[config.mk]
export PLATFORM = sky130hd
export DESIGN_NAME = fsmq_queue
export DESIGN_NICKNAME = d
export VERILOG_FILES = /design/src/design/fsmq_pkg.sv /design/src/design/fsmq_queue.sv
export SDC_FILE = /design/constraint.sdc
export NUM_CORES = 1
export LEC_CHECK = 0
export BUFFER_PORTS_ARGS = -buffer_cell sky130_fd_sc_hd__buf_2
export CORE_AREA = 4 4 94 74
export DETAILED_ROUTE_END_ITERATION = 7
export DIE_AREA = 0 0 98 78
export PLACE_DENSITY = 0.55
export SETUP_SLACK_MARGIN = 0.05
export SLEW_MARGIN = 5
export SYNTH_ARGS = -nofsm -noshare
export SYNTH_HDL_FRONTEND = slang
export SYNTH_SLANG_ARGS = --single-unit
[constraint.sdc]
create_clock -name clk -period 2.7 [get_ports clk]
set_clock_uncertainty 0.15 [all_clocks]
set_input_delay 0.27 -clock clk [delete_from_list [all_inputs] [get_ports clk]]
set_output_delay 0.27 -clock clk [all_outputs]
set_load 0.02 [all_outputs]
[src/design/fsmq_pkg.sv]
`timescale 1ns / 1ps

package fsmq_pkg;

	localparam int LEN_W     = 7;
	localparam int SLOT_W    = 8;
	localparam int OFF_W     = 6;
	localparam int CFG_W     = 7;
	localparam int CFG_IDX_W = 1;
	localparam int Q_DEPTH   = 4;

	localparam logic [1:0] K_ADD    = 2'd0;
	localparam logic [1:0] K_REMOVE = 2'd1;
	localparam logic [1:0] K_FLUSH  = 2'd2;
	localparam logic [1:0] K_UNUSED = 2'd3;

	localparam logic [1:0] ST_OK          = 2'd0;
	localparam logic [1:0] ST_WOULD_BLOCK = 2'd1;
	localparam logic [1:0] ST_MUST_WAIT   = 2'd2;
	localparam logic [1:0] ST_TOO_LONG    = 2'd3;

	localparam logic [CFG_IDX_W-1:0] CFG_SLOTS = 1'b0;
	localparam logic [CFG_IDX_W-1:0] CFG_BYTES = 1'b1;

	typedef struct packed {
		logic              we;
		logic [SLOT_W-1:0] slot;
		logic [OFF_W-1:0]  off;
		logic [7:0]        data;
	} mem_wr_t;

	typedef struct packed {
		logic              we;
		logic [SLOT_W-1:0] slot;
		logic [LEN_W-1:0]  len;
	} len_wr_t;

	// one queued job for the back end: a single result or a slot readout
	typedef struct packed {
		logic              is_remove;
		logic [1:0]        status;
		logic [SLOT_W-1:0] slot;
	} q_entry_t;

endpackage

[src/design/fsmq_queue.sv]
`timescale 1ns / 1ps

module fsmq_queue (
	input  logic               clk,
	input  logic               arst_n,
	input  logic               push,
	input  fsmq_pkg::q_entry_t push_data,
	output logic               full,
	output logic               head_valid,
	output fsmq_pkg::q_entry_t head,
	input  logic               pop
);
	import fsmq_pkg::*;

	localparam int PW = $clog2(Q_DEPTH);

	q_entry_t      entry_q [Q_DEPTH];
	logic [PW-1:0] wr_ptr_q;
	logic [PW-1:0] rd_ptr_q;
	logic [PW:0]   used_q;

	logic do_push;
	logic do_pop;

	assign full       = (used_q == (PW + 1)'(Q_DEPTH));
	assign head_valid = (used_q != '0);
	assign head       = entry_q[rd_ptr_q];
	assign do_push    = push && !full;
	assign do_pop     = pop && head_valid;

	always_ff @(posedge clk) begin
		if (do_push)
			entry_q[wr_ptr_q] <= push_data;
	end

	always_ff @(posedge clk or negedge arst_n) begin
		if (!arst_n) begin
			wr_ptr_q <= '0;
			rd_ptr_q <= '0;
			used_q   <= '0;
		end else begin
			if (do_push)
				wr_ptr_q <= wr_ptr_q + PW'(1);
			if (do_pop)
				rd_ptr_q <= rd_ptr_q + PW'(1);
			used_q <= used_q + (PW + 1)'(do_push) - (PW + 1)'(do_pop);
		end
	end

endmodule

# Yosys cells after proc, flatten, opt, wreduce, memory -nomap -nowiden
# Memory sizes are Yosys's and may differ from the RTL's.
# Index checks and enable logic that the tools add are counted.
# totals
regBits	7
latch_bits	0
ramBits	44
mem_bits_ro	0
out_inout_bits	13
mem_count	1
# memory_table
memory	words	word_bits	rd	rd_ports_with_merged_regs	wr	line	source
entry_q	4	11	1	0	1	fsmq_queue.sv:17	q_entry_t entry_q [Q_DEPTH];
# classes
addsub	4
mul	0
div_mod_pow	0
magnitude_cmp	0
eq_ne	1
shifts	0
n_mux	2
bitwise_logic	0
n_reduce_logical	4
# op_table
cell	count
adder 2 x 1 -> 2 bit, second input constant	2
adder 3 x 1 -> 3 bit	1
== test 3 bit, second input constant	1
nonzero test 3 bit	1
subtractor 3 x 1 -> 3 bit	1
logical AND 1 bit	2
2-to-1 mux 1 bit	2
logical NOT 1 bit	1

# Longest topological paths before layout
# depth
depth_word	5
ltp_mapped	9
ltp_nobuf	9

# Worst setup path after synthesis
# Ideal clock, no wire load.
# synth_timing
path_kind	reg-to-reg
startpoint	register used_q[1]
endpoint	register used_q[2]
setup_ns	0.128
arrival_ns	2.000
required_time_ns	2.422
setup_slack_ns	0.422
stages_incl_launch_ff	10
path_buffers	0
cell_sequence	dfrtp_1 or3b_4 nand2_1 ha_1 inv_1 ha_1 inv_1 fa_1 xnor2_1 xnor2_1
# synth_between
elab_chain_cells	5
elab_cells_between_ends	7
classes_between	add/sub (2); eq/ne (1); reduce/logical (4)
# synth_rtl
element	line	source
from (decl)	fsmq_queue.sv:20	logic [PW:0] used_q;
from (signal assigned)	fsmq_queue.sv:46	used_q <= used_q + (PW + 1)'(do_push) - (PW + 1)'(do_pop);
== test 3 bit	fsmq_queue.sv:25	assign full = (used_q == (PW + 1)'(Q_DEPTH));
logical NOT 1 bit	fsmq_queue.sv:28	assign do_push = push && !full;
logical AND 1 bit	fsmq_queue.sv:28	
adder 3 x 1 -> 3 bit	fsmq_queue.sv:46	
subtractor 3 x 1 -> 3 bit *	fsmq_queue.sv:46	
# Mark *: on every way between the ends. The rest lies on a longest branch, timed or not.
# A chain may end at the register's enable or synchronous reset.

# Worst setup path after layout
# Ends and elaborated chain as after synthesis.

==> flow_summary_export.csv <==
group,metric,value,unit
logic_synthesis,synth_top_area_frac,0.6479,
outcome,status,"completed",
sta,setup-tns-final,0,ps
floorplan,ios,28,
sta,rsz0062_at_grt,"false",
place,placed_cells,205,
sta,period_needed,2454,ps
route,viasPerCell,4.612,
route,dr.first_iter.drc_count,30,
clock_network,clock_sinks,51,
logic_synthesis,ys_ff_latch,51,
final_layout,post-route-util,0.3951,
final_layout,multi_input_area,504.2,um2
setup_path,slowest_stage,"dfrtp_1",
logic_synthesis,syn_nets,120,
floorplan,rows,25,
route,drc,0,
route,num_vias,987,
logic_synthesis,synth_edf_count,44,
grt,grtUsageTotal,0.09975,
power,p_leak,0.8808,nW
worst_hold_path,hold_class,"input port to flop",
final_layout,syn_to_final_growth,18.16,%
setup_path,cp_top_family,"adder cells",
logic_synthesis,synth_ff_type,"edfxtp_1",
floorplan,core_area,6100,um2
logic_synthesis,async_reset_ff_frac,0.1373,
final_layout,antennaDiodeCount,0,
route,first_pass_iters,4,
clock_network,hold_buffers,1,
setup_path,endpoint_kind,"flop",
clock_network,cts-root-buf,"clkbuf_8",
final_layout,fin_cells,214,
floorplan,die_w,98,um
floorplan,start_util,0.3344,
grt,grt_pass1_vias,1148,
setup_path,cp_slowest_stage_delay,480,ps
grt,grt_pass1_wl,5.706,mm
sta,timing.final.max_slew_violations,0,
logic_synthesis,yosys-top-cells-area,"edfxtp_1 65%, mux4_2 12%, dfrtp_1 8.6%, ha_1 3.7%, xnor2_1 1.3%",
sta,finalSetupViolCount,0,
place,gp_congestion,0.7351,
logic_synthesis,avgSynthCellArea,20.81,um2
route,routed_wl,3.515,mm
power,power,2.687,mW
setup_path,setup.worst_path.start_class,"flop",
power,peakVddDrop,347.0,uV
sta,hold_viol,0,
floorplan,die_h,78,um
grt,overflow,0,
grt,antenna_found_initial,0,
clock_network,cts_buffers,5,
place,placed_area,2267,um2
final_layout,layout.nets,154,
setup_path,cp_num_buf_inv,2,
logic_synthesis,yosysTopAreaCell,"edfxtp_1",
place,hpwl,2.444,mm
grt,grt_max_degree,16,
final_layout,final_cell_area,2410,um2
floorplan,die_area,7644,um2
clock_network,ctsHtreeMaxLevel,2,
clock_network,cts_resized,0,
setup_path,worst-setup-path-type,"flop to flop",
place,portBuffers,27,
clock_network,clk_latency,300,ps
final_layout,register_area,1496,um2
setup_path,crit_required,2770,ps
flow_run,drv_cap,0,
sta,holdWs,26.34,ps
clock_network,cts_setup_buffers,0,
sta,relSlewSlack,0.5824,
setup_path,crit_path_cell_trace,"or3b_4 > nand2_1 > ha_1 > inv_1 > ha_1 > inv_1 > fa_1 > xnor2_1 > xnor2_1",
clock_network,tritoncts,"yes",
route,final_antenna_net_count,0,
place,place_ws,261.3,ps
sta,worstMarginPinSlew,626.4,ps
sta,period_share,0.9090,
logic_synthesis,ys_seq_area_frac,0.7337,
sta,fin_ws,245.8,ps
power,power.density,1115,nW/um2
setup_path,crit_fanout,8,
logic_synthesis,yosys_warnings,0,
setup_path,crit_arrival,2520,ps
clock_network,clock_path_buffers,2,
clock_network,clk_pin_slew,90,ps
logic_synthesis,synth.distinct_cells,20,
sta,max_freq,0.4075,GHz
route,routedWlPerCell,16.43,um
final_layout,drive_gt1_frac,0.3759,
final_layout,fill_cells,579,
logic_synthesis,syn_area,2039,um2
logic_synthesis,synth_cells,98,
cell families after synthesis:
kind of cell / count (synthesis) / synth area share
AO/OA/AOI/OAI: 4 / 0.01656
XOR/XNOR: 4 / 0.01718
adder cells (fa/ha/maj): 7 / 0.04663
buffers and inverters: 8 / 0.01901
flip-flops: 51 / 0.7337
multiplexers: 11 / 0.1215
AND/OR/NAND/NOR: 13 / 0.04540
power by group:
part | total [mW] | switching [mW] | internal (mW)
sequential | 1.22 | 0.162 | 1.06
combinational | 0.857 | 0.457 | 0.400
clock | 0.609 | 0.239 | 0.370
path summary, 6_finish.rpt:
kind | startpoint | endpoint | slack [ps] | cells after the start
worst max-delay path | used_q[1]$_DFF_PN0_ | used_q[2]$_DFF_PN0_ | 250 | 9
min in group asynchronous | arst_n | rd_ptr_q[1]$_DFFE_PN0P_ | 180 | 2
max in group asynchronous | arst_n | rd_ptr_q[0]$_DFFE_PN0P_ | 2060 | 2
worst min register to register | wr_ptr_q[1]$_DFFE_PN0P_ | wr_ptr_q[1]$_DFFE_PN0P_ | 460 | 2
worst max register to register | used_q[1]$_DFF_PN0_ | used_q[2]$_DFF_PN0_ | 250 | 9
worst min-delay path | push_data[10] | entry_q[0][10]$_DFFE_PP_ | 30 | 1
final cells by class:
class | count | area share
Multi-Input combinational cell | 39 | 0.2092
Inverter | 6 | 0.009346
Timing Repair Buffer | 29 | 0.06334
Clock inverter | 2 | 0.02492
Tap cell | 81 | 0.04206
Sequential cell | 51 | 0.6210
Clock buffer | 6 | 0.03011
routing by layer:
metal / up-vias / part of all wire / track usage
met1: 506 / 0.40 / 0.1057
met2: 19 / 0.54 / 0.1766
met4: 0 / 0.022 / 0.04979
li1: 454 / - / -
met3: 8 / 0.040 / 0.03414
met5: - / 0 / 0
synth_stat cells (2+ instances only):
cell type  instances
edfxtp_1          44
mux4_2            11
dfrtp_1            7
ha_1               6
inv_1              5
and3_1             4
nand2b_1           3
xnor2_1            3
nand2_1            2
nand4bb_1          2
o211ai_1           2
registers in the layout (all words and copies together) (netlist names):
signal and cells:
wr_ptr_q 2, used_q 3, entry_q 44, rd_ptr_q 2
cells in the final DEF, fill, tap and decap left out:
master,count
edfxtp_1,44
buf_2,27
mux4_2,11
dfrtp_1,7
ha_1,6
inv_1,5
clkbuf_8,5
and3_1,4
xnor2_1,3
nand2b_1,3
nand2_1,2
nand4bb_1,2
o211ai_1,2
bufinv_16,2
o31a_2,1
or3b_4,1
inv_2,1
or3_2,1
xor2_1,1
o311ai_0,1
fa_1,1
clkbuf_1,1
dlygate4sd3_1,1
buf_4,1
Power figures use the tool's default switching activity.
