--- src/design/fsmq_pkg.sv ---
`timescale 1ns / 1ps

package fsmq_pkg;

	localparam int LEN_W     = 7;
	localparam int SLOT_W    = 8;
	localparam int OFF_W     = 6;
	localparam int CFG_W     = 7;
	localparam int CFG_IDX_W = 1;
	localparam int Q_DEPTH   = 4;

	localparam logic [1:0] K_ADD    = 2'd0;
	localparam logic [1:0] K_REMOVE = 2'd1;
	localparam logic [1:0] K_FLUSH  = 2'd2;
	localparam logic [1:0] K_UNUSED = 2'd3;

	localparam logic [1:0] ST_OK          = 2'd0;
	localparam logic [1:0] ST_WOULD_BLOCK = 2'd1;
	localparam logic [1:0] ST_MUST_WAIT   = 2'd2;
	localparam logic [1:0] ST_TOO_LONG    = 2'd3;

	localparam logic [CFG_IDX_W-1:0] CFG_SLOTS = 1'b0;
	localparam logic [CFG_IDX_W-1:0] CFG_BYTES = 1'b1;

	typedef struct packed {
		logic              we;
		logic [SLOT_W-1:0] slot;
		logic [OFF_W-1:0]  off;
		logic [7:0]        data;
	} mem_wr_t;

	typedef struct packed {
		logic              we;
		logic [SLOT_W-1:0] slot;
		logic [LEN_W-1:0]  len;
	} len_wr_t;

	// one queued job for the back end: a single result or a slot readout
	typedef struct packed {
		logic              is_remove;
		logic [1:0]        status;
		logic [SLOT_W-1:0] slot;
	} q_entry_t;

endpackage

--- src/design/fsmq_in_if.sv ---
`timescale 1ns / 1ps

interface fsmq_in_if;
	logic       valid;
	logic       ready;
	logic [1:0] kind;
	logic [7:0] data_byte;
	logic       last_byte;
	logic       zero_length;
	logic       no_wait;

	modport source (output valid, kind, data_byte, last_byte, zero_length, no_wait,
		input ready);
	modport sink (input valid, kind, data_byte, last_byte, zero_length, no_wait,
		output ready);
endinterface

--- src/design/fsmq_front.sv ---
`timescale 1ns / 1ps

module fsmq_front #(
	parameter int SLOTS      = 16,
	parameter int SLOT_BYTES = 64
) (
	input  logic                            clk,
	input  logic                            arst_n,
	fsmq_in_if.sink                         in_ch,
	input  logic                            cfg_we,
	input  logic [fsmq_pkg::CFG_IDX_W-1:0]  cfg_index,
	input  logic [fsmq_pkg::CFG_W-1:0]      cfg_data,
	output logic                            q_push,
	output fsmq_pkg::q_entry_t              q_data,
	input  logic                            q_full,
	output fsmq_pkg::mem_wr_t               mem_wr,
	output fsmq_pkg::len_wr_t               len_wr,
	input  logic                            remove_done
);
	import fsmq_pkg::*;

	localparam int SW = (SLOTS > 1) ? $clog2(SLOTS) : 1;
	localparam int CW = $clog2(SLOTS + 1);

	localparam logic [1:0] REF_NONE = 2'd0;
	localparam logic [1:0] REF_FULL = 2'd1;
	localparam logic [1:0] REF_LONG = 2'd2;

	logic [4:0]       slots_cfg_q;
	logic [LEN_W-1:0] bytes_cfg_q;
	logic [SW-1:0]    ws_q;
	logic [CW-1:0]    count_q;
	logic [LEN_W-1:0] fill_q;
	logic [1:0]       ref_q;
	logic             pending_q;

	logic [CW-1:0]    ns;
	logic [LEN_W-1:0] eb;
	logic [CW-1:0]    ws_ext;
	logic [CW-1:0]    ws_inc;
	logic [CW-1:0]    rs;
	logic [1:0]       ref_a;
	logic [LEN_W-1:0] fill_a;
	logic             store;
	logic [1:0]       add_st;
	logic [1:0]       wait_code;
	logic             accept;
	logic             is_add;
	logic             commit;

	assign in_ch.ready = !q_full && !pending_q;
	assign accept      = in_ch.valid && in_ch.ready;
	assign is_add      = (in_ch.kind == K_ADD);
	assign wait_code   = in_ch.no_wait ? ST_WOULD_BLOCK : ST_MUST_WAIT;

	always_comb begin
		if (slots_cfg_q == '0)
			ns = CW'(1);
		else if (32'(slots_cfg_q) > SLOTS)
			ns = CW'(SLOTS);
		else
			ns = CW'(slots_cfg_q);

		if (bytes_cfg_q == '0)
			eb = LEN_W'(1);
		else if (32'(bytes_cfg_q) > SLOT_BYTES)
			eb = LEN_W'(SLOT_BYTES);
		else
			eb = bytes_cfg_q;
	end

	assign ws_ext = CW'(ws_q);
	assign ws_inc = ws_ext + CW'(1);
	// oldest slot sits count entries behind the write slot, modulo the ring size
	assign rs = (ws_ext >= count_q) ? ws_ext - count_q : ns - count_q + ws_ext;

	always_comb begin
		ref_a = ref_q;
		store = 1'b0;
		if (fill_q == '0 && ref_q == REF_NONE && count_q >= ns)
			ref_a = REF_FULL;
		if (ref_a == REF_NONE && !(in_ch.last_byte && in_ch.zero_length)) begin
			if (fill_q >= eb)
				ref_a = REF_LONG;
			else
				store = 1'b1;
		end
		fill_a = fill_q + LEN_W'(store);
		if (ref_a == REF_FULL)
			add_st = wait_code;
		else if (ref_a == REF_LONG)
			add_st = ST_TOO_LONG;
		else
			add_st = ST_OK;
		commit = in_ch.last_byte && ref_a == REF_NONE;
	end

	always_comb begin
		q_push         = accept && in_ch.kind != K_UNUSED;
		q_data.slot    = SLOT_W'(rs);
		q_data.is_remove = 1'b0;
		unique case (in_ch.kind)
			K_ADD: q_data.status = add_st;
			K_REMOVE: begin
				q_data.is_remove = (count_q != '0);
				q_data.status    = (count_q == '0) ? wait_code : ST_OK;
			end
			default: q_data.status = ST_OK;
		endcase

		mem_wr.we   = accept && is_add && store;
		mem_wr.slot = SLOT_W'(ws_q);
		mem_wr.off  = OFF_W'(fill_q);
		mem_wr.data = in_ch.data_byte;

		len_wr.we   = accept && is_add && commit;
		len_wr.slot = SLOT_W'(ws_q);
		len_wr.len  = fill_a;
	end

	always_ff @(posedge clk or negedge arst_n) begin
		if (!arst_n) begin
			slots_cfg_q <= 5'd16;
			bytes_cfg_q <= 7'd64;
			ws_q        <= '0;
			count_q     <= '0;
			fill_q      <= '0;
			ref_q       <= REF_NONE;
			pending_q   <= 1'b0;
		end else begin
			if (remove_done)
				pending_q <= 1'b0;
			if (cfg_we) begin
				unique case (cfg_index)
					CFG_SLOTS: slots_cfg_q <= cfg_data[4:0];
					CFG_BYTES: bytes_cfg_q <= cfg_data;
					default: ;
				endcase
				ws_q    <= '0;
				count_q <= '0;
				fill_q  <= '0;
				ref_q   <= REF_NONE;
			end else if (accept) begin
				unique case (in_ch.kind)
					K_ADD: begin
						if (in_ch.last_byte) begin
							fill_q <= '0;
							ref_q  <= REF_NONE;
						end else begin
							fill_q <= fill_a;
							ref_q  <= ref_a;
						end
						if (commit) begin
							count_q <= count_q + CW'(1);
							ws_q    <= (ws_inc >= ns) ? '0 : SW'(ws_inc);
						end
					end
					K_REMOVE: begin
						if (count_q != '0) begin
							count_q   <= count_q - CW'(1);
							// hold off input until the slot has been read out
							pending_q <= 1'b1;
						end
					end
					K_FLUSH: begin
						ws_q    <= '0;
						count_q <= '0;
						fill_q  <= '0;
						ref_q   <= REF_NONE;
					end
					default: ;
				endcase
			end
		end
	end

endmodule

--- src/flat_wrapper.sv ---
// flat-port wrapper written by rule: the top's interface ports become plain ports
module fsmq_front_flat import fsmq_pkg::*;
#(
	parameter int SLOTS      = 16,
	parameter int SLOT_BYTES = 64
)
  (clk, arst_n, cfg_we, cfg_index, cfg_data, q_push, q_data, q_full, mem_wr, len_wr, remove_done, in_ch_valid, in_ch_kind, in_ch_data_byte, in_ch_last_byte, in_ch_zero_length, in_ch_no_wait, in_ch_ready);
  fsmq_in_if in_ch_i ();
  input  logic clk;
  input  logic arst_n;
  input  logic cfg_we;
  input  logic [fsmq_pkg::CFG_IDX_W-1:0] cfg_index;
  input  logic [fsmq_pkg::CFG_W-1:0] cfg_data;
  output logic q_push;
  output fsmq_pkg::q_entry_t q_data;
  input  logic q_full;
  output fsmq_pkg::mem_wr_t mem_wr;
  output fsmq_pkg::len_wr_t len_wr;
  input  logic remove_done;
  input wire logic [$bits(in_ch_i.valid)-1:0] in_ch_valid;
  input wire logic [$bits(in_ch_i.kind)-1:0] in_ch_kind;
  input wire logic [$bits(in_ch_i.data_byte)-1:0] in_ch_data_byte;
  input wire logic [$bits(in_ch_i.last_byte)-1:0] in_ch_last_byte;
  input wire logic [$bits(in_ch_i.zero_length)-1:0] in_ch_zero_length;
  input wire logic [$bits(in_ch_i.no_wait)-1:0] in_ch_no_wait;
  output wire logic [$bits(in_ch_i.ready)-1:0] in_ch_ready;
  assign in_ch_i.valid = in_ch_valid;
  assign in_ch_i.kind = in_ch_kind;
  assign in_ch_i.data_byte = in_ch_data_byte;
  assign in_ch_i.last_byte = in_ch_last_byte;
  assign in_ch_i.zero_length = in_ch_zero_length;
  assign in_ch_i.no_wait = in_ch_no_wait;
  assign in_ch_ready = in_ch_i.ready;
  fsmq_front #(.SLOTS(SLOTS), .SLOT_BYTES(SLOT_BYTES)) u_core (.clk(clk), .arst_n(arst_n), .in_ch(in_ch_i), .cfg_we(cfg_we), .cfg_index(cfg_index), .cfg_data(cfg_data), .q_push(q_push), .q_data(q_data), .q_full(q_full), .mem_wr(mem_wr), .len_wr(len_wr), .remove_done(remove_done));
endmodule
--- config.mk ---
export PLATFORM = sky130hd
export DESIGN_NAME = fsmq_front_flat
export DESIGN_NICKNAME = d
export VERILOG_FILES = /design/src/design/fsmq_pkg.sv /design/src/design/fsmq_in_if.sv /design/src/design/fsmq_front.sv /design/src/flat_wrapper.sv
export SDC_FILE = /design/constraint.sdc
export NUM_CORES = 1
export LEC_CHECK = 0
export ABC_AREA = 1
export BUFFER_PORTS_ARGS = -buffer_cell sky130_fd_sc_hd__buf_2
export CORE_MARGIN = 2
export CORE_UTILIZATION = 55
export DETAILED_ROUTE_END_ITERATION = 8
export MAX_ROUTING_LAYER = met4
export PLACE_DENSITY = 0.86
export SLEW_MARGIN = 10
export SYNTH_ARGS = -nofsm -noshare
export SYNTH_HDL_FRONTEND = slang
export SYNTH_SLANG_ARGS = --single-unit
--- constraint.sdc ---
create_clock -name clk -period 9 [get_ports clk]
set_input_delay 1.35 -clock clk [delete_from_list [all_inputs] [get_ports clk]]
set_output_delay 1.35 -clock clk [all_outputs]
set_load 0.05 [all_outputs]
# == Word level (Yosys, flattened, before mapping) ==
# Cells that the tools add are included.
# op_classes
addsub,7
mux,39
n_reduce_logical,31
n_eq_ne,7
bitwise,1
order_cmp,6
# ops
cell,count
$mux W5,7
$mux W7,5
$mux W2,10
$mux W4,4
$pmux W5 S3,1
$logic_not A7 Y1,2
$pmux W7 S2,1
$logic_and A1 B1 Y1,11
$ge A5 B5 Y1,2
$logic_not A5 Y1,2
$logic_not A2 Y1,4
$mux W1,8
$pmux W2 S2,2
$pmux W4 S2,1
$add A7 B1 Y7,1
$ge A7 B7 Y1,1
$gt A7 B7 Y1 const B,1
$reduce_and A2 Y1,3
$add A4 B1 Y5 const B,1
$add A5 B1 Y5 const B,1
$add A5 B4 Y5,1
$ge A4 B5 Y1,1
$gt A5 B5 Y1 const B,1
$reduce_bool A5 Y1,1
15 further kinds,19
# word_totals
elab_cells,98
ff_bits,31

# == Logic depth before layout (Yosys ltp) ==
# Gate-level depths: netlist (run 1).
# depth
word_depth,15
depth_mapped,19
ltp_nobuf,18

# == Worst setup path after synthesis (run 1) ==
# Ideal clock, no wire load.
# synth_path
path_type,in2out
startpoint,input q_full
endpoint,output len_wr[15] (netlist bit)
path_slack_ns,4.051
t_required_ns,7.650
stages,5
t_arrival_ns,3.599
path_cell_list,nor2_1 -> nand2_1 -> nor2_2 -> inv_1 -> nor3_1
# synth_rtl
item,line_no,text
from (decl),flat_wrapper.sv:16,input logic q_full;
to (decl),flat_wrapper.sv:18,output fsmq_pkg::len_wr_t len_wr;

==> impl_metrics.toml, run 1 <==
[power_and_ir_drop]
p_leak_nw = 1.80
peakVddDrop_v = 0.000207
cellPowerDensity_mw_per_mm2 = 238

[logic_synthesis]
yosys_warnings = 0
synthAdderAreaFrac_pct = 18.6
synth_seq_cells = 31
synthXorXnorAreaFrac_pct = 4.48
synth_largest_area_cell = "dfrtp_1"
synth-simple-area-share_pct = 24.3
ys_seq_area_share_pct = 26.5
synth_area_mm2 = 0.00294
synth_top_family_by_area = "simple AND/OR/NAND/NOR gates"
synth.area.top_cells = "dfrtp_1, ha_1, nand2_1"
synth_compound_area_share_pct = 9.04
synthDistinctLibCells = 36
synthMuxAreaShare_pct = 1.07
syn_inst = 394
netlist.area_leader.share_pct = 24.7
avgSynthCellArea_um2 = 7.45

[hold_path]
holdCritStartpoint = "u_core.slots_cfg_q[2]$_DFFE_PN0P_"
hold_path.class = "reg -> reg"

[clock_network]
cts_sinks = 31
cts_setup_buffers = 0
cts_tree = "done"
clkLatencyLatePin_ns = 0.29
cts_resized = 0
clock-root-buffer = "clkbuf_8"
clock_path_buffers = 2
path_clk_slew_ns = 0.08
postCtsHoldBufs = 0
ctsHtreeMaxLevel = 2
cts_buffers = 5

[sta]
hold_viol = 0
clock_skew_ns = 0.00474
setup_tns_ns = 0
finalWorstPathRequiredPeriod_ns = 5.10
finalMaxSlewViolations = 0
finalCritPeriodShare_pct = 56.7
setup_viol = 0
max_slew_margin_pct = 54.0
clock.fmax_mhz = 196
holdWs_ns = 0.511
worst_slew_pin_slew_ns = 0.691
rsz0062_at_grt = "no"

[cells_and_area]
fin_cells = 500
antenna_cells = 0
area_delta_synth_final_pct = 7.67
num-nets-final = 496
final_cell_mix = "nand2_1, inv_1, buf_2"
drive_above_1_share_pct = 17.4
final_common_cell = "nand2_1"
design_area_mm2 = 0.00316

[drt]
num_vias = 2580
wire_per_inst_um = 12.9
firstDrtPassIters = 4
wirelength_um = 6450
via_per_inst = 5.16
drtIter0Drc = 95
ant_nets = 0
drc_errors = 0

[placement]
dp_hpwl_um = 5120
port_buffers = 51
place_area_mm2 = 0.00307
dp.cells = 492
gp_congestion = 0.918

[global_route]
antenna_found_initial = 0
grt_use_met2_pct = 41.8
grt_util_all_layers_pct = 23.7
met1_usage_pct = 27.8
grt_pass1_wl_um = 11200
top_usage_layer = "met2"
grt_pass1_vias = 2490
grtUsageMet3_pct = 4.94
overflow = 0
grt_start_max_net_pins = 32

[status]
status = "completed"

[die]
ios = 79
coreArea_mm2 = 0.00514
start_util_pct = 57.1
die_y_um = 77.1
row_count = 26
die_w_um = 77.1
dieArea_mm2 = 0.00594

[setup_path]
cp_slowest_cell = "or4_1"
r2r_start = "u_core.slots_cfg_q[1]$_DFFE_PN0P_"
setup.worst_path.start = "u_core.slots_cfg_q[1]$_DFFE_PN0P_"
worstPathCellList = "or4_1 -> o21ai_0 -> ha_1 -> inv_1 -> nand2_1 -> nand2_1 -> nand3_1 -> a21oi_2 -> nand3_2 -> inv_1 -> ha_1 -> ha_1 -> nand3_1 -> nor3_1 -> xor2_1 -> inv_1 -> buf_2"
cp.arrival_ns = 3.75
cp-end-kind = "primary output"
critPathMaxStageDelay_ns = 0.54
path_class = "reg -> out"
cp.required_ns = 7.65
path_max_fanout = 3
startpoint_type = "flop"

[flow_run]
drv_cap = 0
through the flow:
stage | total power [W] | util [%] | worst slack (ns)
finish | 0.000752 | 61.5 | 3.90
global route | 0.000809 | 61.5 | 3.55
CTS | 0.000755 | 61.5 | 3.87
detailed placement | 0.000636 | 59.7 | 4.22
global placement | 0.000620 | 59.7 | 4.38
floorplan | 0.000555 | - | 4.05
where the power goes:
part | switching, W | internal (W) | leakage [nW] | total (W)
Combinational | 0.000323 | 0.000133 | 1.35 | 0.000456
Sequential | 0.0000236 | 0.000154 | 0.405 | 0.000178
Clock | 0.0000626 | 0.0000553 | 0.0408 | 0.000118
cell type report:
class                           instances  area [um^2]
Clock buffer                            5         68.8
Clock inverter                          3         23.8
Fill cell                             495         1980
Inverter                               58          218
Multi-Input combinational cell        282         1730
Sequential cell                        31          778
Tap cell                               70         87.6
Timing Repair Buffer                   51          255
path summary, 6_finish.rpt:
kind | to | slack, ns | cells after the start
max | len_wr[6] | 3.90 | 17
min | u_core.slots_cfg_q[2]$_DFFE_PN0P_ | 0.51 | 2
max reg2reg | u_core.fill_q[6]$_DFFE_PN0P_ | 5.58 | 16
min reg2reg | u_core.slots_cfg_q[2]$_DFFE_PN0P_ | 0.51 | 2
max in group asynchronous | u_core.ws_q[0]$_DFFE_PN0P_ | 7.46 | 1
min in group asynchronous | u_core.fill_q[3]$_DFFE_PN0P_ | 1.09 | 1
registers in the layout (all words and copies together), names as in the netlist:
signal	count
u_core.pending_q	1
u_core.bytes_cfg_q	7
u_core.fill_q	7
u_core.slots_cfg_q	5
u_core.ref_q	2
u_core.count_q	5
u_core.ws_q	4
worst max-delay path, delay by kind of cell (launching register included):
kind            cells  cell delay, ns
simple gates        7            1.24
fa+ha+maj           3            0.65
compound gates      2            0.55
xor+xnor            1            0.22
flops               1            0.40
buf+inv             4            0.40
cell usage after synthesis:
cell type,instances
mux2i_1,2
buf_4,29
nor2_1,31
o21ai_0,26
nand3_1,23
nor2_2,4
a21boi_0,1
nand2_1,87
o22ai_1,3
or4_1,1
buf_6,2
xnor2_1,1
a21oi_1,13
xor2_1,14
nand4_1,2
inv_1,58
a31oi_2,1
mux2_2,1
clkbuf_1,2
nand2_2,3
nand3b_1,2
a21oi_2,1
fa_1,6
dfstp_2,2
nand3_2,1
nor3_1,6
conb_1,1
nor3b_1,1
nor4_1,1
dfrtp_1,29
a21o_1,1
a31oi_1,1
o32ai_1,1
ha_1,34
nand2_4,1
or2_2,2
layer usage:
| layer | wire length, um | part of all wire (%) |
|---|---|---|
| met1 | 2740 | 42 |
| met2 | 3290 | 51 |
| met4 | 55 | 0.85 |
| met3 | 363 | 5.6 |
| met5 | 0 | 0 |
kinds of logic after synthesis:
| logic type | after synthesis |
|---|---|
| adders and majority gates | 40 |
| muxes | 3 |
| buffers and inverters | 91 |
| xor gates and xnor gates | 15 |
| DFF | 31 |
| AOI/OAI and AO/OA | 48 |
| other | 1 |
| and+or+nand+nor | 165 |
(Power assumes the default switching activity.)
==> run 2: changes to the inputs <==
--- a/config.mk
+++ b/config.mk
@@ -5,13 +5,13 @@
 export SDC_FILE = /design/constraint.sdc
 export NUM_CORES = 1
 export LEC_CHECK = 0
-export ABC_AREA = 1
+export ABC_AREA = 0
 export BUFFER_PORTS_ARGS = -buffer_cell sky130_fd_sc_hd__buf_2
 export CORE_MARGIN = 2
-export CORE_UTILIZATION = 55
+export CORE_UTILIZATION = 48
 export DETAILED_ROUTE_END_ITERATION = 8
 export MAX_ROUTING_LAYER = met4
-export PLACE_DENSITY = 0.86
+export PLACE_DENSITY = 0.8
 export SLEW_MARGIN = 10
 export SYNTH_ARGS = -nofsm -noshare
 export SYNTH_HDL_FRONTEND = slang
==> constraint.sdc (replaced) <==
create_clock -name clk -period 4.1 [get_ports clk]
set_input_delay 0.615 -clock clk [delete_from_list [all_inputs] [get_ports clk]]
set_output_delay 0.615 -clock clk [all_outputs]
set_load 0.05 [all_outputs]
==> run 2 against run 1 <==
Sequential power up 120%. Global-route usage down 2.7 points. Worst setup slack worse by 3.7 ns. Register-to-register slack worse by 4.5 ns. Clock power rose to 2.7 times the previous value. Synthesized cell count down 21%. Via count down 8.8%. Non-clock buffer count up 1. Routed wire length down 3.2%. Clock-buffer cell count up 1. Critical path type unchanged. Highest routed layer unchanged.
==> impl_metrics.toml, run 2 <==
[status]
status = "completed"

[die]
coreArea_mm2 = 0.00582
row_count = 28
start_util_pct = 48.9
die_y_um = 80.9
ios = 79
dieArea_mm2 = 0.00655
die_w_um = 80.9

[sta]
clock_skew_ns = 0.00424
rsz0062_at_grt = "no"
setup_tns_ns = 0
holdWs_ns = 0.379
worst_slew_pin_slew_ns = 0.740
max_slew_margin_pct = 50.6
clock.fmax_mhz = 259
setup_viol = 0
finalMaxSlewViolations = 0
finalWorstPathRequiredPeriod_ns = 3.85
finalCritPeriodShare_pct = 94.0
hold_viol = 0

[setup_path]
ff2ff_path_depth = 16
cp.arrival_ns = 3.24
cp-end-kind = "primary output"
cp.required_ns = 3.48
path_max_fanout = 5
startpoint_type = "flop"
path_class = "reg -> out"
rrSetupSlack_ns = 1.12

[global_route]
grtUsageMet3_pct = 3.33
grt_use_met2_pct = 36.0
top_usage_layer = "met2"
overflow = 0
grt_pass1_wl_um = 10500
antenna_found_initial = 0
met1_usage_pct = 25.9
grt_util_all_layers_pct = 20.9
grt_start_max_net_pins = 32
grt_pass1_vias = 2315

[drt]
wire_per_inst_um = 14.7
wirelength_um = 6240
via_per_inst = 5.55
ant_nets = 0
drtIter0Drc = 98
num_vias = 2353
firstDrtPassIters = 4
drc_errors = 0

[power_and_ir_drop]
p_leak_nw = 1.64
cellPowerDensity_mw_per_mm2 = 558
peakVddDrop_v = 0.000616

[clock_network]
clock_path_buffers = 2
clock-root-buffer = "clkbuf_8"
cts_buffers = 5
postCtsHoldBufs = 0
path_clk_slew_ns = 0.07
cts_tree = "done"
clkLatencyLatePin_ns = 0.28
cts_sinks = 31
ctsHtreeMaxLevel = 2

[cells_and_area]
antenna_cells = 0
final_common_cell = "buf_2"
reg_top3 = "u_core.bytes_cfg_q: 7 flops, u_core.fill_q: 7 flops"
area_delta_synth_final_pct = 9.82
final_cell_mix = "buf_2, ha_1, dfrtp_1"
num-nets-final = 415
design_area_mm2 = 0.00312
drive_above_1_share_pct = 25.2

[logic_synthesis]
synthDistinctLibCells = 46
ys_seq_area_share_pct = 27.4
syn_inst = 313
synth_seq_cells = 31
synth.area.top_cells = "dfrtp_1, ha_1, buf_4"
yosys_warnings = 0
async_reset_ff_share_pct = 100
synth_edf_count = 0
ys.flop_type = "dfrtp_1"
synth.most_common_cell = "ha_1"
synth_area_mm2 = 0.00284
yosys-top-cells-count = "ha_1, buf_4, dfrtp_1, inv_1, nand2_1"
avgSynthCellArea_um2 = 9.08
synth_largest_area_cell = "dfrtp_1"
netlist.area_leader.share_pct = 25.5

[placement]
place_area_mm2 = 0.00300
dp_hpwl_um = 4880
gp_congestion = 0.841
port_buffers = 51

[flow_run]
drv_cap = 0

[hold_path]
hold_path.class = "in -> async"
==> run 2: changes by cell type after synthesis, moves of 6 or more <==
cell	change
nand2_1	-60
inv_1	-31
nor2_1	-15
nand3_1	-14
mux2_2	+11
o31ai_1	+10
o21ai_0	-8
xnor2_1	+7
a21o_1	+6
a22o_1	+6
xor2_1	-6
==> run 2: logic make-up after synthesis <==
| family | Yosys count | synth area share (%) |
|---|---|---|
| adders and majority gates | 40 | 19.2 |
| buffers and inverters | 62 | 12.2 |
| other | 1 | 0.132 |
| DFF | 31 | 27.4 |
| and+or+nand+nor | 79 | 13.5 |
| AOI/OAI and AO/OA | 70 | 17.3 |
| xor gates and xnor gates | 16 | 4.93 |
| muxes | 14 | 5.46 |
==> run 2: final timing paths <==
kind	start	endpoint
worst min register to register	u_core.pending_q$_DFF_PN0_	u_core.pending_q$_DFF_PN0_
worst max register to register	u_core.slots_cfg_q[4]$_DFFE_PN1P_	u_core.fill_q[6]$_DFFE_PN0P_
max in group asynchronous	arst_n	u_core.bytes_cfg_q[1]$_DFFE_PN0P_
min in group clk	u_core.pending_q$_DFF_PN0_	u_core.pending_q$_DFF_PN0_
worst min-delay path	arst_n	u_core.bytes_cfg_q[0]$_DFFE_PN0P_
worst max-delay path	u_core.slots_cfg_q[4]$_DFFE_PN1P_	len_wr[6]
==> run 2: repair_timing <==
action	4_1_cts	5_1_grt
endpoints found under the setup margin	0	2
buffers inserted	0	0
resized for setup	0	4
==> run 2: area by class of cell <==
type                    count  area [um^2]
multi-input cells         230         1760
fillers                   539         2700
clock buffers               6         82.6
repair buffers             52          265
inverters                  28          105
flip-flops and latches     31          778
well taps                  75         93.8
clock inverters             2         35.0
==> run 2: stage by stage <==
stage          cells  utilization (%)  worst slack [ns]  power (W)
6_report         424             53.7             0.245    0.00174
5_1_grt          424             53.7            0.0221    0.00186
4_1_cts          424             53.5             0.161    0.00175
3_5_place_dp     416             51.5             0.487    0.00143
3_3_place_gp     416             51.5             0.634    0.00140
2_1_floorplan    323                -             0.354    0.00125
==> run 2: worst max-delay path: stages, from the launching register on <==
cell,delay (ns)
dfstp_2,0.56
inv_1,0.10
nand2_1,0.13
inv_1,0.08
ha_1,0.30
a21oi_1,0.11
o21ai_0,0.09
nand3_1,0.11
a22o_1,0.20
nand2_1,0.09
nor2_1,0.10
ha_1,0.21
ha_2,0.24
nand2_1,0.07
nor2_1,0.14
xor2_1,0.20
buf_4,0.23
==> run 2: where the power goes <==
part | internal (W) | switching (W) | total (W)
clock network | 0.000197 | 0.000119 | 0.000315
logic | 0.000337 | 0.000690 | 0.00103
registers | 0.000343 | 0.0000545 | 0.000397
==> run 2: layer usage <==
| layer | vias up | routed length, um | part of all wire, % |
|---|---|---|---|
| met2 | 66 | 3160 | 51 |
| met4 | 0 | 40 | 0.64 |
| li1 | 1120 | - | - |
| met5 | - | 0 | 0 |
| met1 | 1160 | 2740 | 44 |
| met3 | 7 | 307 | 4.9 |
==> run 3: changes to the inputs <==
--- a/config.mk
+++ b/config.mk
@@ -5,14 +5,13 @@
 export SDC_FILE = /design/constraint.sdc
 export NUM_CORES = 1
 export LEC_CHECK = 0
-export ABC_AREA = 0
+export ABC_AREA = 1
 export BUFFER_PORTS_ARGS = -buffer_cell sky130_fd_sc_hd__buf_2
 export CORE_MARGIN = 2
-export CORE_UTILIZATION = 48
+export CORE_UTILIZATION = 49
 export DETAILED_ROUTE_END_ITERATION = 8
 export MAX_ROUTING_LAYER = met4
-export PLACE_DENSITY = 0.8
-export SLEW_MARGIN = 10
+export PLACE_DENSITY = 0.81
 export SYNTH_ARGS = -nofsm -noshare
 export SYNTH_HDL_FRONTEND = slang
 export SYNTH_SLANG_ARGS = --single-unit
==> run 3 against run 2 <==
Combinational power hardly changed. Sequential power is 2% lower. Fmax is 2.3% lower. Largest cell class unchanged. Cell count is 22% higher. Global-route usage is 0.68 points higher.
==> impl_metrics.toml, run 3 (synthesis results as in run 1) <==
[setup_path]
endpoint = "len_wr[6]"
cp-end-kind = "primary output"
cp_slowest_cell = "or4_4"
r2r_start = "u_core.slots_cfg_q[1]$_DFFE_PN0P_"
path_max_fanout = 4
critical_path_depth = 19
setup.worst_path.start = "u_core.slots_cfg_q[1]$_DFFE_PN0P_"
cp.required_ns = 3.48
critPathMaxStageDelay_ns = 0.57
reg2reg_to = "u_core.fill_q[6]$_DFFE_PN0P_"
cpLargestDelayFamily = "simple AND/OR/NAND/NOR gates"
cp.arrival_ns = 3.33
startpoint_type = "flop"
worst-path-buf-inv = 5
ff2ff_path_depth = 23
rrSetupSlack_ns = 0.61
path_class = "reg -> out"
worstPathCellList = "or4_4 -> nand2_4 -> nand2_4 -> inv_1 -> ha_1 -> nand2_1 -> inv_1 -> nand2_1 -> nand3_2 -> a21oi_4 -> nand3_2 -> inv_2 -> ha_4 -> ha_2 -> nand3_2 -> nor3_2 -> xor2_1 -> inv_1 -> buf_6"

[hold_path]
hold_path.class = "in -> async"

[cells_and_area]
multiInputGateArea_mm2 = 0.00179
fin_cells = 517
seq_area_um2 = 778
area_delta_synth_final_pct = 13.4
final_common_cell = "nand2_1"
final_cell_mix = "nand2_1, inv_1, buf_2"
num-nets-final = 508
design_area_mm2 = 0.00333
drive_above_1_share_pct = 21.7
utilization_pct = 56.9
reg_top3 = "u_core.bytes_cfg_q: 7 flops, u_core.fill_q: 7 flops"
fillerInstances = 531
antenna_cells = 0

[die]
ios = 79
start_util_pct = 50.2
dieArea_mm2 = 0.00663
coreArea_mm2 = 0.00585
die_y_um = 81.4
row_count = 28
die_w_um = 81.4

[sta]
setup_viol = 0
finalMaxSlewViolations = 0
max_slew_margin_pct = 52.2
finalWorstPathRequiredPeriod_ns = 3.94
rsz0062_at_grt = "no"
finalCritPeriodShare_pct = 96.2
hold_viol = 0
setup_tns_ns = 0
worst_slew_pin_slew_ns = 0.717
clock.fmax_mhz = 254
clock_skew_ns = 0.00679

[drt]
via_per_inst = 5.17
drtIter0Drc = 126
wirelength_um = 6720
firstDrtPassIters = 4
ant_nets = 0
num_vias = 2671
drc_errors = 0
wire_per_inst_um = 13.0

[power_and_ir_drop]
cellPowerDensity_mw_per_mm2 = 513
peakVddDrop_v = 0.000718
p_leak_nw = 1.87

[placement]
dp_hpwl_um = 5030
port_buffers = 51
place_area_mm2 = 0.00308
dp.cells = 498
gp_congestion = 0.876

[global_route]
antenna_found_initial = 0
grt_start_max_net_pins = 32
grt_pass1_vias = 2567
grt_util_all_layers_pct = 21.6
grt_pass1_wl_um = 10900
overflow = 0

[clock_network]
clock-root-buffer = "clkbuf_8"
clock_path_buffers = 2
cts_tree = "done"
path_clk_slew_ns = 0.07
ctsHtreeMaxLevel = 2
clkLatencyLatePin_ns = 0.28
cts_sinks = 31
cts_buffers = 5

[status]
status = "completed"

[flow_run]
drv_cap = 0
## run 3: changes by cell type in the layout (fill, tap and decap cells not counted), sizes merged, moves of 4 or more
cell / change
nand2: +64
buf: +11
nor2b: -5
mux2: -11
nand2b: -4
nor2: +19
a22o: -6
xnor2: -7
xor2: +6
o21ai: +7
a21o: -7
o31ai: -10
inv: +30
nand3: +15
## run 3: where the power goes
group / total (W) / switching, W / internal, W / leakage, nW
Combinational: 0.00105 / 0.000725 / 0.000327 / 1.42
Clock: 0.000267 / 0.000114 / 0.000153 / 0.0515
Sequential: 0.000390 / 0.0000507 / 0.000340 / 0.405
Total: 0.00171 / 0.000889 / 0.000820 / 1.87
## run 3: cell type report
type                    count  area share (%)
well taps                  75            2.82
clock buffers               8            3.01
flip-flops and latches     31            23.4
inverters                  58            6.54
repair buffers             63            10.6
multi-input cells         282            53.7
## run 3: through the flow
| stage | worst slack, ns | hold WS [ns] | power, W |
|---|---|---|---|
| after floorplan | 0.155 | 0.319 | 0.00122 |
| after global placement | 0.315 | 0.491 | 0.00137 |
| after detailed placement | 0.195 | 0.495 | 0.00139 |
| after CTS | 0.00695 | 0.400 | 0.00168 |
| after global routing | 0.00324 | 0.435 | 0.00184 |
| final | 0.156 | 0.381 | 0.00171 |
## run 3: what timing repair did
action,4_1_cts,5_1_grt
resized for setup,6,11
pin swaps,4,4
hold buffers,0,0
setup endpoints to repair,1,4
setup buffers,8,3
## run 3: worst min path at each step
stage	startpoint	endpoint	slack, ns	cells after the start
2_1_floorplan	arst_n	u_core.bytes_cfg_q[0]$_DFFE_PN0P_	0.32	0
3_3_place_gp	u_core.slots_cfg_q[0]$_DFFE_PN0P_	u_core.slots_cfg_q[0]$_DFFE_PN0P_	0.49	2
3_5_place_dp	u_core.slots_cfg_q[1]$_DFFE_PN0P_	u_core.slots_cfg_q[1]$_DFFE_PN0P_	0.49	2
4_1_cts	arst_n	u_core.fill_q[0]$_DFFE_PN0P_	0.40	1
5_1_grt	arst_n	u_core.fill_q[3]$_DFFE_PN0P_	0.43	1
6_report	arst_n	u_core.fill_q[3]$_DFFE_PN0P_	0.38	1
## run 3: metal layers
metal	GRT usage [%]	vias up	wire, um
met1	23.9	1255	2870
li1	-	1311	-
met5	-	-	0
met4	8.14	0	127
met2	39.0	87	3410
met3	3.22	18	314
